[config.mk]
export PLATFORM = sky130hd
export DESIGN_NAME = char_lcd_4bit_interface
export DESIGN_NICKNAME = d
export VERILOG_FILES = /design/src/lcd4_pkg.sv /design/src/char_lcd_4bit_interface.sv /design/src/lcd4_front.sv /design/src/lcd4_back.sv
export SDC_FILE = /design/constraint.sdc
export NUM_CORES = 1
export LEC_CHECK = 0
export ABC_AREA = 1
export BUFFER_PORTS_ARGS = -buffer_cell sky130_fd_sc_hd__buf_2
export CELL_PAD_IN_SITES_DETAIL_PLACEMENT = 0
export CELL_PAD_IN_SITES_GLOBAL_PLACEMENT = 1
export CORE_MARGIN = 2
export CORE_UTILIZATION = 35
export DETAILED_ROUTE_END_ITERATION = 16
export GPL_TIMING_DRIVEN = 1
export PLACE_DENSITY_LB_ADDON = 0.05
export SLEW_MARGIN = 40
export SYNTH_ARGS = -nofsm -noshare
export SYNTH_HDL_FRONTEND = slang
export SYNTH_HIERARCHICAL = 1
export SYNTH_SLANG_ARGS = --single-unit
[constraint.sdc]
create_clock -name clk -period 10.84 [get_ports clk]
set_input_delay 0.542 -clock clk [delete_from_list [all_inputs] [get_ports clk]]
set_output_delay 0.542 -clock clk [all_outputs]
set_load 0.01 [all_outputs]
[src/lcd4_pkg.sv]
// Shared types, codes and constants for the 4-bit character LCD interface.
// Used by lcd4_front, lcd4_back and char_lcd_4bit_interface. No dependencies.
package lcd4_pkg;

  localparam int unsigned SHORT_W  = 10;
  localparam int unsigned LONG_W   = 18;
  localparam int unsigned CFG_AW   = 3;
  localparam int unsigned CFG_DW   = LONG_W;
  localparam int unsigned QUEUE_DEPTH_DEF = 2;

  typedef enum logic [1:0] {
    OP_TICK = 2'd0,
    OP_CMD  = 2'd1,
    OP_DATA = 2'd2,
    OP_INIT = 2'd3
  } op_t;

  localparam logic [CFG_AW-1:0] CFG_NIBBLE_GAP  = 3'd0;
  localparam logic [CFG_AW-1:0] CFG_WRITE_PAUSE = 3'd1;
  localparam logic [CFG_AW-1:0] CFG_CHAR_PAUSE  = 3'd2;
  localparam logic [CFG_AW-1:0] CFG_POWER_WAIT  = 3'd3;
  localparam logic [CFG_AW-1:0] CFG_INIT_DONE   = 3'd4;

  localparam logic [SHORT_W-1:0] NIBBLE_GAP_RST  = 10'd100;
  localparam logic [SHORT_W-1:0] WRITE_PAUSE_RST = 10'd50;
  localparam logic [LONG_W-1:0]  CHAR_PAUSE_RST  = 18'd200000;
  localparam logic [LONG_W-1:0]  POWER_WAIT_RST  = 18'd40000;
  localparam logic [LONG_W-1:0]  INIT_DONE_RST   = 18'd50000;

  localparam logic [LONG_W-1:0] WAIT_5000 = 18'd5000;
  localparam logic [LONG_W-1:0] WAIT_100  = 18'd100;
  localparam logic [LONG_W-1:0] WAIT_50   = 18'd50;
  localparam logic [LONG_W-1:0] WAIT_ONE  = 18'd1;

  localparam logic [3:0] NIB_THREE = 4'h3;
  localparam logic [3:0] NIB_TWO   = 4'h2;

  localparam logic [4:0] PH_IDLE   = 5'd0;
  localparam logic [4:0] PH_PWAIT  = 5'd1;
  localparam logic [4:0] PH_N1_SET = 5'd2;
  localparam logic [4:0] PH_N1_EN  = 5'd3;
  localparam logic [4:0] PH_N1_GAP = 5'd4;
  localparam logic [4:0] PH_W5000  = 5'd5;
  localparam logic [4:0] PH_N2_SET = 5'd6;
  localparam logic [4:0] PH_N2_EN  = 5'd7;
  localparam logic [4:0] PH_N2_GAP = 5'd8;
  localparam logic [4:0] PH_W100   = 5'd9;
  localparam logic [4:0] PH_N3_SET = 5'd10;
  localparam logic [4:0] PH_N3_EN  = 5'd11;
  localparam logic [4:0] PH_N3_GAP = 5'd12;
  localparam logic [4:0] PH_W50A   = 5'd13;
  localparam logic [4:0] PH_N4_SET = 5'd14;
  localparam logic [4:0] PH_N4_EN  = 5'd15;
  localparam logic [4:0] PH_N4_GAP = 5'd16;
  localparam logic [4:0] PH_W50B   = 5'd17;
  localparam logic [4:0] PH_PDONE  = 5'd18;
  localparam logic [4:0] PH_HI_SET = 5'd19;
  localparam logic [4:0] PH_HI_EN  = 5'd20;
  localparam logic [4:0] PH_HI_GAP = 5'd21;
  localparam logic [4:0] PH_LO_SET = 5'd22;
  localparam logic [4:0] PH_LO_EN  = 5'd23;
  localparam logic [4:0] PH_LO_GAP = 5'd24;
  localparam logic [4:0] PH_CHARP  = 5'd25;
  localparam logic [4:0] PH_WRITEP = 5'd26;

  typedef struct packed {
    logic [1:0] op;
    logic [7:0] value;
    logic       long_pause;
  } in_item_t;

  typedef struct packed {
    logic       rs_level;
    logic       en_level;
    logic [3:0] bus_nibble;
    logic       busy_res;
    logic       rejected;
  } out_item_t;

  typedef struct packed {
    op_t        kind;
    logic [7:0] value;
    logic       pause;
  } req_t;

endpackage

[src/char_lcd_4bit_interface.sv]
// Top level of the 4-bit character LCD interface: request queue plus sequencer.
// Depends on lcd4_pkg, lcd4_front and lcd4_back.
// Each input item is registered in the queue, then its result in the result register.
// Throughput: 1 item per cycle while out_stall is low; the sequencer updates its state once per item.
// Reset: synchronous, active low; clears queue, sequencer, pins, and loads
// default timing registers.
module char_lcd_4bit_interface #(
  parameter int unsigned QUEUE_DEPTH = lcd4_pkg::QUEUE_DEPTH_DEF
) (
  input  logic                        clk,
  input  logic                        rst_n,
  input  logic                        cfg_we,
  input  logic [lcd4_pkg::CFG_AW-1:0] cfg_addr,
  input  logic [lcd4_pkg::CFG_DW-1:0] cfg_wdata,
  input  logic                        in_valid,
  output logic                        in_stall,
  input  lcd4_pkg::in_item_t          in_data,
  output logic                        out_valid,
  input  logic                        out_stall,
  output lcd4_pkg::out_item_t         out_data
);

  logic           q_valid;
  logic           q_pop;
  lcd4_pkg::req_t q_item;

  lcd4_front #(
    .QUEUE_DEPTH(QUEUE_DEPTH)
  ) u_front (
    .clk      (clk),
    .rst_n    (rst_n),
    .in_valid (in_valid),
    .in_stall (in_stall),
    .in_data  (in_data),
    .q_valid  (q_valid),
    .q_item   (q_item),
    .q_pop    (q_pop)
  );

  lcd4_back u_back (
    .clk       (clk),
    .rst_n     (rst_n),
    .cfg_we    (cfg_we),
    .cfg_addr  (cfg_addr),
    .cfg_wdata (cfg_wdata),
    .q_valid   (q_valid),
    .q_item    (q_item),
    .q_pop     (q_pop),
    .out_valid (out_valid),
    .out_stall (out_stall),
    .out_data  (out_data)
  );

endmodule

[src/lcd4_front.sv]
// Front end: accepts input items, classifies the op and queues requests.
// Depends on lcd4_pkg.
module lcd4_front #(
  parameter int unsigned QUEUE_DEPTH = lcd4_pkg::QUEUE_DEPTH_DEF
) (
  input  logic              clk,
  input  logic              rst_n,
  input  logic              in_valid,
  output logic              in_stall,
  input  lcd4_pkg::in_item_t in_data,
  output logic              q_valid,
  output lcd4_pkg::req_t    q_item,
  input  logic              q_pop
);

  localparam int unsigned PW = $clog2(QUEUE_DEPTH);
  localparam int unsigned CW = $clog2(QUEUE_DEPTH + 1);
  localparam logic [PW-1:0] PTR_LAST = PW'(QUEUE_DEPTH - 1);
  localparam logic [CW-1:0] CNT_FULL = CW'(QUEUE_DEPTH);

  lcd4_pkg::req_t        slot_r [QUEUE_DEPTH];
  logic [PW-1:0]         wr_ptr_r, wr_ptr_nxt;
  logic [PW-1:0]         rd_ptr_r, rd_ptr_nxt;
  logic [CW-1:0]         count_r, count_nxt;
  lcd4_pkg::req_t        req;
  logic                  push;

  assign in_stall = (count_r == CNT_FULL);
  assign push     = in_valid && !in_stall;
  assign q_valid  = (count_r != '0);
  assign q_item   = slot_r[rd_ptr_r];

  always_comb begin
    req.kind  = lcd4_pkg::op_t'(in_data.op);
    req.value = in_data.value;
    req.pause = (req.kind == lcd4_pkg::OP_DATA) && in_data.long_pause;
  end

  always_comb begin
    wr_ptr_nxt = wr_ptr_r;
    rd_ptr_nxt = rd_ptr_r;
    count_nxt  = count_r;
    if (push) begin
      wr_ptr_nxt = (wr_ptr_r == PTR_LAST) ? '0 : wr_ptr_r + 1'b1;
    end
    if (q_pop) begin
      rd_ptr_nxt = (rd_ptr_r == PTR_LAST) ? '0 : rd_ptr_r + 1'b1;
    end
    if (push && !q_pop) begin
      count_nxt = count_r + 1'b1;
    end else if (!push && q_pop) begin
      count_nxt = count_r - 1'b1;
    end
  end

  always_ff @(posedge clk) begin
    if (!rst_n) begin
      wr_ptr_r <= '0;
      rd_ptr_r <= '0;
      count_r  <= '0;
    end else begin
      wr_ptr_r <= wr_ptr_nxt;
      rd_ptr_r <= rd_ptr_nxt;
      count_r  <= count_nxt;
    end
  end

  always_ff @(posedge clk) begin
    if (push) begin
      slot_r[wr_ptr_r] <= req;
    end
  end

endmodule

[src/lcd4_back.sv]
// Back end: pin sequencer, wait counter, timing registers and result register.
// Depends on lcd4_pkg; fed by lcd4_front.
module lcd4_back (
  input  logic                            clk,
  input  logic                            rst_n,
  input  logic                            cfg_we,
  input  logic [lcd4_pkg::CFG_AW-1:0]     cfg_addr,
  input  logic [lcd4_pkg::CFG_DW-1:0]     cfg_wdata,
  input  logic                            q_valid,
  input  lcd4_pkg::req_t                  q_item,
  output logic                            q_pop,
  output logic                            out_valid,
  input  logic                            out_stall,
  output lcd4_pkg::out_item_t             out_data
);

  logic [lcd4_pkg::SHORT_W-1:0] gap_r, wpause_r;
  logic [lcd4_pkg::LONG_W-1:0]  cpause_r, pwait_r, idone_r;

  logic [4:0]  phase_r, phase_nxt;
  logic [lcd4_pkg::LONG_W-1:0] wait_r, wait_nxt, wait_dec;
  logic [7:0]  held_r, held_nxt;
  logic        pause_r, pause_nxt;
  logic        rs_r, rs_nxt;
  logic        en_r, en_nxt;
  logic [3:0]  nib_r, nib_nxt;
  logic        rej;

  logic        do_enter;
  logic [4:0]  start_p, p;
  logic        is_gap;

  logic                out_valid_r, out_valid_nxt;
  lcd4_pkg::out_item_t out_data_r, out_data_nxt;

  assign q_pop     = q_valid && (!out_valid_r || !out_stall);
  assign out_valid = out_valid_r;
  assign out_data  = out_data_r;
  assign wait_dec  = (wait_r != '0) ? wait_r - 1'b1 : '0;

  always_comb begin
    held_nxt  = held_r;
    pause_nxt = pause_r;
    rs_nxt    = rs_r;
    en_nxt    = en_r;
    nib_nxt   = nib_r;
    phase_nxt = phase_r;
    wait_nxt  = wait_r;
    rej       = 1'b0;
    do_enter  = 1'b0;
    start_p   = lcd4_pkg::PH_IDLE;

    if (q_item.kind == lcd4_pkg::OP_TICK) begin
      if (phase_r != lcd4_pkg::PH_IDLE) begin
        wait_nxt = wait_dec;
        if (wait_dec == '0) begin
          do_enter = 1'b1;
          if (phase_r == lcd4_pkg::PH_PDONE || phase_r >= lcd4_pkg::PH_WRITEP) begin
            start_p = lcd4_pkg::PH_IDLE;
          end else begin
            start_p = phase_r + 1'b1;
          end
        end
      end
    end else if (phase_r != lcd4_pkg::PH_IDLE) begin
      rej = 1'b1;
    end else if (q_item.kind == lcd4_pkg::OP_INIT) begin
      rs_nxt    = 1'b0;
      en_nxt    = 1'b0;
      nib_nxt   = 4'h0;
      pause_nxt = 1'b0;
      do_enter  = 1'b1;
      start_p   = lcd4_pkg::PH_PWAIT;
    end else begin
      held_nxt  = q_item.value;
      rs_nxt    = (q_item.kind == lcd4_pkg::OP_DATA);
      pause_nxt = q_item.pause;
      do_enter  = 1'b1;
      start_p   = lcd4_pkg::PH_HI_SET;
    end

    // skip zero-length waits
    p = start_p;
    is_gap = (p == lcd4_pkg::PH_N1_GAP) || (p == lcd4_pkg::PH_N2_GAP) ||
             (p == lcd4_pkg::PH_N3_GAP) || (p == lcd4_pkg::PH_N4_GAP) ||
             (p == lcd4_pkg::PH_HI_GAP) || (p == lcd4_pkg::PH_LO_GAP);
    if ((p == lcd4_pkg::PH_PWAIT && pwait_r == '0) || (is_gap && gap_r == '0)) begin
      p = p + 1'b1;
    end
    if (p == lcd4_pkg::PH_PDONE && idone_r == '0) begin
      p = lcd4_pkg::PH_IDLE;
    end
    if (p == lcd4_pkg::PH_CHARP) begin
      if (do_enter) begin
        rs_nxt = 1'b0;
      end
      if (!pause_nxt || cpause_r == '0) begin
        p = lcd4_pkg::PH_WRITEP;
      end
    end
    if (p == lcd4_pkg::PH_WRITEP && wpause_r == '0) begin
      p = lcd4_pkg::PH_IDLE;
    end

    if (do_enter) begin
      phase_nxt = p;
      en_nxt = (p == lcd4_pkg::PH_N1_EN) || (p == lcd4_pkg::PH_N2_EN) ||
               (p == lcd4_pkg::PH_N3_EN) || (p == lcd4_pkg::PH_N4_EN) ||
               (p == lcd4_pkg::PH_HI_EN) || (p == lcd4_pkg::PH_LO_EN);
      case (p)
        lcd4_pkg::PH_N1_SET, lcd4_pkg::PH_N2_SET,
        lcd4_pkg::PH_N3_SET: nib_nxt = lcd4_pkg::NIB_THREE;
        lcd4_pkg::PH_N4_SET: nib_nxt = lcd4_pkg::NIB_TWO;
        lcd4_pkg::PH_HI_SET: nib_nxt = held_nxt[7:4];
        lcd4_pkg::PH_LO_SET: nib_nxt = held_nxt[3:0];
        default:             nib_nxt = nib_nxt;
      endcase
      case (p)
        lcd4_pkg::PH_IDLE:   wait_nxt = '0;
        lcd4_pkg::PH_PWAIT:  wait_nxt = pwait_r;
        lcd4_pkg::PH_W5000:  wait_nxt = lcd4_pkg::WAIT_5000;
        lcd4_pkg::PH_W100:   wait_nxt = lcd4_pkg::WAIT_100;
        lcd4_pkg::PH_W50A,
        lcd4_pkg::PH_W50B:   wait_nxt = lcd4_pkg::WAIT_50;
        lcd4_pkg::PH_PDONE:  wait_nxt = idone_r;
        lcd4_pkg::PH_N1_GAP, lcd4_pkg::PH_N2_GAP, lcd4_pkg::PH_N3_GAP,
        lcd4_pkg::PH_N4_GAP, lcd4_pkg::PH_HI_GAP,
        lcd4_pkg::PH_LO_GAP: wait_nxt = {{(lcd4_pkg::LONG_W - lcd4_pkg::SHORT_W){1'b0}}, gap_r};
        lcd4_pkg::PH_CHARP:  wait_nxt = cpause_r;
        lcd4_pkg::PH_WRITEP: wait_nxt = {{(lcd4_pkg::LONG_W - lcd4_pkg::SHORT_W){1'b0}}, wpause_r};
        default:             wait_nxt = lcd4_pkg::WAIT_ONE;
      endcase
    end

    out_data_nxt.rs_level   = rs_nxt;
    out_data_nxt.en_level   = en_nxt;
    out_data_nxt.bus_nibble = nib_nxt;
    out_data_nxt.busy_res   = (phase_nxt != lcd4_pkg::PH_IDLE);
    out_data_nxt.rejected   = rej;
  end

  always_comb begin
    out_valid_nxt = out_valid_r;
    if (q_pop) begin
      out_valid_nxt = 1'b1;
    end else if (!out_stall) begin
      out_valid_nxt = 1'b0;
    end
  end

  always_ff @(posedge clk) begin
    if (!rst_n) begin
      gap_r       <= lcd4_pkg::NIBBLE_GAP_RST;
      wpause_r    <= lcd4_pkg::WRITE_PAUSE_RST;
      cpause_r    <= lcd4_pkg::CHAR_PAUSE_RST;
      pwait_r     <= lcd4_pkg::POWER_WAIT_RST;
      idone_r     <= lcd4_pkg::INIT_DONE_RST;
    end else if (cfg_we) begin
      case (cfg_addr)
        lcd4_pkg::CFG_NIBBLE_GAP:  gap_r    <= cfg_wdata[lcd4_pkg::SHORT_W-1:0];
        lcd4_pkg::CFG_WRITE_PAUSE: wpause_r <= cfg_wdata[lcd4_pkg::SHORT_W-1:0];
        lcd4_pkg::CFG_CHAR_PAUSE:  cpause_r <= cfg_wdata;
        lcd4_pkg::CFG_POWER_WAIT:  pwait_r  <= cfg_wdata;
        lcd4_pkg::CFG_INIT_DONE:   idone_r  <= cfg_wdata;
        default: ;
      endcase
    end
  end

  always_ff @(posedge clk) begin
    if (!rst_n) begin
      phase_r     <= lcd4_pkg::PH_IDLE;
      wait_r      <= '0;
      held_r      <= '0;
      pause_r     <= 1'b0;
      rs_r        <= 1'b0;
      en_r        <= 1'b0;
      nib_r       <= '0;
      out_valid_r <= 1'b0;
    end else begin
      out_valid_r <= out_valid_nxt;
      if (q_pop) begin
        phase_r <= phase_nxt;
        wait_r  <= wait_nxt;
        held_r  <= held_nxt;
        pause_r <= pause_nxt;
        rs_r    <= rs_nxt;
        en_r    <= en_nxt;
        nib_r   <= nib_nxt;
      end
    end
  end

  always_ff @(posedge clk) begin
    if (q_pop) begin
      out_data_r <= out_data_nxt;
    end
  end

endmodule

Word level (Yosys, flattened, before mapping)
Memories as Yosys holds them, arrays and structs flattened. A register that Yosys moved wholly into a read port is not among the register bits.
Cells that the tools add are included.
- register bits: 125
- input port bits: 37
- output and inout bits: 10
- memories kept: 1
- memory bits (writable): 22
- memory list (name ; depth ; bits a word ; rd ports ; clocked after memory_dff ; write ports ; RTL line ; source):
    u_front.slot_r ; 2 ; 11 ; 1 ; 1 ; 1 ; lcd4_front.sv:21 ; lcd4_pkg::req_t slot_r [QUEUE_DEPTH];
- equal/unequal tests: 46
- mux-type cells: 52
- add/sub/neg operators: 7
- reductions and logical operators: 54
- order comparisons: 1
- operators by type and width (cell ; count):
    $pmux W18 S9 ; 1
    $eq A5 B5 Y1 const B ; 18
    $logic_not A18 Y1 ; 4
    $mux W18 ; 4
    $mux W5 ; 12
    $eq A5 B4 Y1 const B ; 10
    $eq A5 B3 Y1 const B ; 5
    $mux W1 ; 25
    $mux W8 ; 3
    $logic_not A10 Y1 ; 2
    $reduce_bool A18 Y1 ; 1
    $sub A18 B1 Y18 const B ; 1
    $mux W4 ; 4
    $pmux W4 S4 ; 1
    $logic_or A1 B1 Y1 ; 14
    $add A5 B1 Y5 const B ; 2
    $eq A5 B1 Y1 const B ; 2
    $eq A5 B2 Y1 const B ; 2
    $reduce_and A2 Y1 ; 5
    $reduce_bool A5 Y1 ; 2
    $logic_and A1 B1 Y1 ; 9
    $eq A2 B2 Y1 const B ; 4
    $reduce_bool A2 Y1 ; 4
    $eq A3 B2 Y1 const B ; 2
    other kinds (16) ; 23

Longest topological paths before layout
Gate-level depths: netlist of the first run.
- depth in word-level cells: 30
- mapped depth: 40

Hierarchy
Netlist of the first run, hierarchy kept.
- modules (own cells, without submodules) (module ; cells an instance ; times used ; area an instance (sq um)):
    lcd4_back ; 1101 ; 1 ; 7154.4
    lcd4_front ; 72 ; 1 ; 1081.0

Least setup slack after synthesis of the first run
No wires, ideal clock.
- kind: reg-to-reg
- start: register u_back/wait_r[0] in the netlist's numbering
- end: register u_back/wait_r[0] in the netlist's numbering
- slack: 6533 ps
- arrival time: 4176 ps
- required time: 10709 ps
- stages on the path, launching flop included: 38
- path through: dfxtp_1 -> inv_1 -> ha_1 -> nand2_2 -> nor2_8 -> nand3_4 -> buf_6 -> a21oi_1 -> nand2_1 -> nor2_2 -> nand3_4 -> nor2_1 -> or2_2 -> ha_1 -> nand3_1 -> nor3_1 -> nand3_1 -> nor3_1 -> (+2 left out) -> nand2_2 -> nand2_4 -> nor2_1 -> nand3_1 -> nand2_1 -> o21ai_2 -> nand2_4 -> nand2_2 -> nand3_1 -> nand2_1 -> nand2_1 -> buf_6 -> nand2_1 -> nand2_1 -> clkinv_1 -> nand3_1 -> nand2_1 -> a21oi_2
- longest elaborated chain between the ends: 27
- elaborated cells between the ends (all ways): 60
- those cells by class: 2 x add/sub; 24 x eq/ne; 16 x mux; 18 x reduce/logical
- ends and longest elaborated chain (what ; RTL line ; source):
    start, declared ; lcd4_back.sv:21 ; logic [lcd4_pkg::LONG_W-1:0] wait_r, wait_nxt, wait_dec;
    start signal, assigned ; lcd4_back.sv:184 ; wait_r <= wait_nxt;
    $sub A18 B1 Y18 / $reduce_bool A18 Y1 (equally long branches) ; lcd4_back.sv:39 ; assign wait_dec = (wait_r != '0) ? wait_r - 1'b1 : '0;
    $mux W18 (*) ; lcd4_back.sv:39 ;
    $logic_not A18 Y1 ; lcd4_back.sv:56 ; if (wait_dec == '0) begin
    $mux W5 ; lcd4_back.sv:56 ;
    $mux W5 ; lcd4_back.sv:54 ; if (phase_r != lcd4_pkg::PH_IDLE) begin
    $mux W5 ; lcd4_back.sv:53 ; if (q_item.kind == lcd4_pkg::OP_TICK) begin
    $eq A5 B3 Y1 / $eq A5 B4 Y1 (equally long branches) ; lcd4_back.sv:84 ; is_gap = (p == lcd4_pkg::PH_N1_GAP) || (p == lcd4_pkg::PH_N2_GAP) ||
    $logic_or A1 B1 Y1 (2 in a row) ; lcd4_back.sv:84 ;
    (+10 left out) ; -- ;
    $mux W5 ; lcd4_back.sv:93 ; if (p == lcd4_pkg::PH_CHARP) begin
    $eq A5 B5 Y1 ; lcd4_back.sv:101 ; if (p == lcd4_pkg::PH_WRITEP && wpause_r == '0) begin
    $logic_and A1 B1 Y1 ; lcd4_back.sv:101 ;
    $mux W5 ; lcd4_back.sv:101 ;
    $eq A5 B3 Y1 (tied with other cells) ; lcd4_back.sv:118 ; case (p)
    $reduce_or A6 Y1 / $reduce_or A2 Y1 (equally long branches) ; lcd4_back.sv:118 ;
    $pmux W18 S9 ; lcd4_back.sv:118 ;
    $mux W18 ; lcd4_back.sv:105 ; if (do_enter) begin
Mark *: on every way between the ends. The rest lies on a longest branch, timed or not. The select of a mux whose other input is x is not followed.
A chain may end at the register's enable or synchronous reset.

Final worst setup path of the first run
Ends and elaborated chain as after synthesis.

==> flow_metrics.env, run 1 <==
export IMPL_status="completed"
export IMPL_placed_cell_area_mm2=0.00876
export IMPL_rsz0062_at_grt="false"
export IMPL_wl_met3_um=880
export IMPL_rows=56
export IMPL_vias=7759
export IMPL_cts_tree="yes"
export IMPL_io_buffers=46
export IMPL_p_leak_nw=4.27
export IMPL_wl_met1_um=13700
export IMPL_maxSlewViolCount=0
export IMPL_gp_congestion=0.855
export IMPL_ir_worst_vdd_v=0.000102
export IMPL_top_layer="met4"
export IMPL_crit_path_end_kind="flip-flop"
export IMPL_yosysTopAreaCell="dfxtp_1"
export IMPL_drive_gt1_frac=0.122
export IMPL_yosysSeqAreaShare=0.396
export IMPL_met2_length_um=11300
export IMPL_startpoint_type="flip-flop"
export IMPL_dpl_cell_count=1508
export IMPL_tns_ps=0
export IMPL_synthTopCellsByArea="dfxtp_1, nand2_1, edfxtp_1, nor2_1, o21ai_0"
export IMPL_dr_pass1_iters=8
export IMPL_power_total_mw=2.46
export IMPL_crit_path_max_incr_delay_ps=660
export IMPL_slew_headroom=0.477
export IMPL_ant_nets=0
export IMPL_htree_levels=4
export IMPL_place_hpwl_um=19400
export IMPL_critical_path_buf_inv_count=2
export IMPL_grt_overflow_total=0
export IMPL_async_flop_share=0
export IMPL_worstSetupStartpoint="u_back/wait_r[0]$_SDFFE_PN0P_"
export IMPL_synth_top_cell_area_share=0.287
export IMPL_cp_required_ps=11120
export IMPL_setup_ws_ps=5180
export IMPL_syn_area_per_cell_um2=7.02
export IMPL_yosysWarnings=6
export IMPL_yosysMostFrequentCell="nand2_1"
export IMPL_final_setup_skew_ps=10.7
export IMPL_grt_pass1_vias=7289
export IMPL_fp_dieH_um=157
export IMPL_num_antenna_cells=0
export IMPL_fin_nets=1253
export IMPL_synth_edf_count=30
export IMPL_wirelength_um=26100
export IMPL_cp_arrival_ps=5940
export IMPL_cts_sinks=148
export IMPL_worst_pin_slew_ps=780
export IMPL_crit_top_cell="nand2_1"
export IMPL_synth_cell_types=51
export IMPL_timing_final_crit_share=0.522
export IMPL_fp_coreArea_mm2=0.0233
export IMPL_viasPerCell=5.04
export IMPL_hold_class="in2reg"
export IMPL_crit_type="reg2reg"
export IMPL_syn_instance_count=1173
export IMPL_crit_fanout=32
export IMPL_start_util=0.354
export IMPL_clockBufferDepth=2
export IMPL_die_w_um=157
export IMPL_grt_pass1_wl_um=41400
export IMPL_cts_hold_buffers=0
export IMPL_syn_area_mm2=0.00824
export IMPL_grt_max_degree=87
export IMPL_cts_setup_buffers=0
export IMPL_slowest_stage="nor2_2"
export IMPL_design_area_mm2=0.00935
export IMPL_place_ws_ps=5240
export IMPL_fmaxAchievable_ghz=0.177
export IMPL_hold_ws_ps=301
export IMPL_fin_cells=1540
export IMPL_hold_viol=0
export IMPL_ys_ff_latch=148
export IMPL_clk_root_buffer_cell="clkbuf_16"
export IMPL_drc=0
export IMPL_synth_ff_type="dfxtp_1"
export IMPL_worstSkewPairLatency_ps=420
export IMPL_path_clk_slew_ps=70
export IMPL_rr_startpoint="u_back/wait_r[0]$_SDFFE_PN0P_"
export IMPL_io_pins=47
export IMPL_crit_family="simple AND/OR/NAND/NOR gates"
export IMPL_final_min_clock_period_ps=5660
export IMPL_hp_start="in_data[5]"
export IMPL_grt_usage=0.219
export IMPL_antenna_found_initial=0
export IMPL_wl_per_cell_um=17.0
export IMPL_post_cts_resized=0
export IMPL_setup_viol=0
export IMPL_area_growth_pct=13.5
export IMPL_p_per_area_mw_per_mm2=263
export IMPL_cts_buffers=17
export IMPL_die_area_mm2=0.0248
export IMPL_cap_violations=0
export IMPL_drt_iter0_drc=455
export IMPL_synth_nets=1218
export IMPL_post_route_util=0.402
export IMPL_synthTopCellsByCount="nand2_1, nor2_1, inv_1, dfxtp_1, o21ai_0"
-- flip-flops by register name (all words and copies together), names as in the netlist, 2 cells and up, named ones only --
signal / cells
u_back/out_data: 8
u_back/wait_r: 18
u_back/gap_r: 10
u_front/slot_r: 22
u_back/pwait_r: 18
u_back/nib_r: 4
u_back/idone_r: 18
u_back/held_r: 8
u_back/cpause_r: 18
u_back/wpause_r: 10
u_front/count_r: 2
u_back/phase_r: 5
-- path summary, 6_finish.rpt --
check	slack, ps	to	cells past startpoint
worst max-delay path	5180	u_back/wait_r[0]$_SDFFE_PN0P_	33
worst min-delay path	300	u_front/slot_r[1][5]$_DFFE_PP_	1
worst max register to register	5180	u_back/wait_r[0]$_SDFFE_PN0P_	33
worst min register to register	480	u_back/pwait_r[5]$_SDFFE_PN0P_	2
-- layer usage --
layer | track usage | vias to the layer above
met2 | 0.326 | 170
li1 | - | 3943
met3 | 0.0278 | 15
met1 | 0.336 | 3631
met5 | 0 | -
met4 | 0.0420 | 0
-- kinds of logic (layout without fill, tap and decap cells) --
family / Yosys count / after routing / share of synthesized area
and+or+nand+nor: 585 / 585 / 0.314
AOI/OAI and AO/OA: 217 / 217 / 0.149
buffers and inverters: 192 / 240 / 0.0933
DFF: 148 / 148 / 0.396
muxes: 13 / 13 / 0.0220
xor gates and xnor gates: 10 / 10 / 0.0138
adders and majority gates: 8 / 8 / 0.0122
-- layout by cell type, fill, tap and decap left out, types with 7 or more instances in the layout --
| cell type | n |
|---|---|
| clkinv_1 | 8 |
| dfxtp_1 | 118 |
| ha_1 | 8 |
| nand3_1 | 79 |
| o221ai_1 | 7 |
| nor4_1 | 12 |
| inv_1 | 139 |
| a31oi_1 | 7 |
| mux2_4 | 10 |
| nor2_2 | 8 |
| o21ai_0 | 109 |
| nor2_1 | 168 |
| nand2_1 | 253 |
| buf_4 | 7 |
| nor3_1 | 12 |
| nand2_2 | 8 |
| a21oi_1 | 55 |
| edfxtp_1 | 30 |
| buf_2 | 46 |
| xor2_1 | 7 |
| clkbuf_16 | 17 |
| o211ai_1 | 19 |
| nand4_1 | 22 |
-- where the power goes --
part | internal, mW | switching, mW | total, mW
clock | 0.310 | 0.282 | 0.592
sequential | 0.663 | 0.0638 | 0.727
combinational | 0.343 | 0.800 | 1.14
-- cell type report --
class | count | area [µm²]
fillers | 2566 | 13900
inverters | 154 | 579
clock buffers | 17 | 425
flip-flops and latches | 148 | 3260
well taps | 319 | 399
multi-input cells | 833 | 4220
clock inverters | 15 | 163
repair buffers | 54 | 294
No activity file was read; power rests on OpenSTA's default activity.
==> run 2, diff against run 1 <==
==> constraint.sdc (replaced) <==
create_clock -name clk -period 5.3 [get_ports clk]
set_input_delay 0.265 -clock clk [delete_from_list [all_inputs] [get_ports clk]]
set_output_delay 0.265 -clock clk [all_outputs]
set_load 0.01 [all_outputs]
==> flow_metrics.env, run 2 (synthesized netlist as in run 1, its figures left out) <==
export IMPL_final_setup_skew_ps=19.5
export IMPL_drt_iter0_drc=574
export IMPL_timing_final_crit_share=0.923
export IMPL_area_growth_pct=17.5
export IMPL_wirelength_um=27000
export IMPL_dr_pass1_iters=5
export IMPL_antenna_found_initial=0
export IMPL_cts_buffers=17
export IMPL_power_total_mw=5.27
export IMPL_setup_viol=0
export IMPL_rrSetupSlack_ps=410
export IMPL_clk_root_buffer_cell="clkbuf_16"
export IMPL_design_area_mm2=0.00968
export IMPL_pwr_share_clk=0.227
export IMPL_crit_fanout=9
export IMPL_p_per_area_mw_per_mm2=544
export IMPL_p_sw_frac=0.457
export IMPL_placed_cell_area_mm2=0.00889
export IMPL_io_buffers=46
export IMPL_largest_reg_flops=22
export IMPL_crit_path_end_kind="flip-flop"
export IMPL_io_pins=47
export IMPL_clockBufferDepth=2
export IMPL_p_leak_nw=4.40
export IMPL_path_clk_slew_ps=70
export IMPL_cp_required_ps=5670
export IMPL_worst_pin_slew_ps=817
export IMPL_p_sw_mw=2.41
export IMPL_status="completed"
export IMPL_fmaxAchievable_ghz=0.204
export IMPL_wl_per_cell_um=17.2
export IMPL_final_common_cell="nand2_1"
export IMPL_maxSlewViolCount=0
export IMPL_rsz0062_at_grt="false"
export IMPL_worstSetupStartpoint="u_back/wait_r[7]$_SDFFE_PN0P_"
export IMPL_num_antenna_cells=0
export IMPL_hold_class="in2reg"
export IMPL_cp_arrival_ps=5260
export IMPL_slowest_stage="dfxtp_1"
export IMPL_startpoint_type="flip-flop"
export IMPL_setup_ws_ps=409
export IMPL_vias=7820
export IMPL_die_w_um=157
export IMPL_htree_levels=4
export IMPL_fp_dieH_um=157
export IMPL_rows=56
export IMPL_crit_type="reg2reg"
export IMPL_seq_power_share=0.281
export IMPL_place_ws_ps=-54.6
export IMPL_fin_nets=1280
export IMPL_fp_coreArea_mm2=0.0233
export IMPL_final_cell_mix="nand2_1, nor2_1, inv_1, dfxtp_1, o21ai_0"
export IMPL_grt_usage=0.222
export IMPL_drc=0
export IMPL_ir_worst_vdd_v=0.000234
export IMPL_crit_top_cell="nand2_1"
export IMPL_grt_pass1_wl_um=42000
export IMPL_hp_start="in_data[4]"
export IMPL_start_util=0.354
export IMPL_place_hpwl_um=19900
export IMPL_cap_violations=0
export IMPL_hold_ws_ps=25.0
export IMPL_p_comb_frac=0.492
export IMPL_grt_pass1_vias=7395
export IMPL_cts_tree="yes"
export IMPL_final_min_clock_period_ps=4890
export IMPL_grt_overflow_total=0
export IMPL_worstSkewPairLatency_ps=430
export IMPL_drive_gt1_frac=0.157
export IMPL_cts_hold_buffers=0
export IMPL_die_area_mm2=0.0248
export IMPL_internal_power_mw=2.86
export IMPL_rr_startpoint="u_back/wait_r[7]$_SDFFE_PN0P_"
export IMPL_crit_path_max_incr_delay_ps=390
export IMPL_viasPerCell=4.99
export IMPL_ant_nets=0
export IMPL_gp_congestion=0.857
export IMPL_hold_viol=0
export IMPL_grt_max_degree=79
export IMPL_top_register="u_front/slot_r"
export IMPL_cts_sinks=148
export IMPL_slew_headroom=0.450
[run 2: cell count changes in the layout (fill, tap and decap cells not counted), moves of 3 or more]
cell        previous run  this run
inv_8                  5         2
nand2_1              253       246
nand2_2                8        13
nand3_2                3         7
clkinvlp_4             0         4
nor2_1               168       163
nand3_1               79        75
clkinv_8               3         0
buf_4                  7        29
nor2_2                 8        11
nor2_4                 1         5
[run 2: path summary, 6_finish.rpt]
kind | end | cells after the start
setup reg to reg | u_back/wait_r[13]$_SDFFE_PN0P_ | 30
hold / removal | u_front/slot_r[0][4]$_DFFE_PP_ | 1
setup / recovery | u_back/wait_r[13]$_SDFFE_PN0P_ | 30
hold reg to reg | u_back/pwait_r[4]$_SDFFE_PN0P_ | 2
[run 2: final cells by class]
| class | count | area [µm²] |
|---|---|---|
| Fill cell | 2554 | 13600 |
| Clock buffer | 18 | 429 |
| Clock inverter | 14 | 140 |
| Tap cell | 319 | 399 |
| Timing Repair Buffer | 76 | 459 |
| Sequential cell | 148 | 3260 |
| Inverter | 154 | 579 |
| Multi-Input combinational cell | 838 | 4410 |
[run 2: routing by layer]
layer	vias up	wire, µm	share of wire	global-route usage
li1	4006	-	-	-
met3	31	1010	0.038	0.0289
met4	0	439	0.016	0.0558
met2	175	11600	0.43	0.334
met1	3608	14000	0.52	0.334
met5	-	0	0	0
[run 2: repair_timing]
| item | 4_1_cts | 5_1_grt |
|---|---|---|
| resized for setup | 0 | 32 |
| endpoints found under the setup margin | 11 | 31 |
| endpoints found under the hold margin | 0 | 0 |
| buffers inserted | 2 | 2 |
| pin swaps | 1 | 7 |
| cloned | 1 | 4 |
[run 2: power groups by stage]
stage	Clock [mW]	Combinational (mW)	Sequential (mW)
final	1.20	2.59	1.48
after global routing	1.27	2.91	1.50
after CTS	1.23	2.46	1.48
after detailed placement	0	2.41	1.50
after global placement	0	2.45	1.50
after floorplan	0	1.72	1.48
[run 2: critical path: cells and delay by family (launching register included)]
family          cells  cell delay [ps]
buf+inv             3              380
simple gates       24             3380
fa+ha+maj           1              230
flops               1              390
compound gates      2              440
[run 2: through the flow]
step / cells / util / setup TNS, ps
2_1_floorplan: 1173 / - / 0
3_3_place_gp: 1526 / 0.382 / 0
3_5_place_dp: 1526 / 0.382 / -160
4_1_cts: 1561 / 0.408 / 0
5_1_grt: 1567 / 0.416 / 0
6_report: 1567 / 0.416 / 0
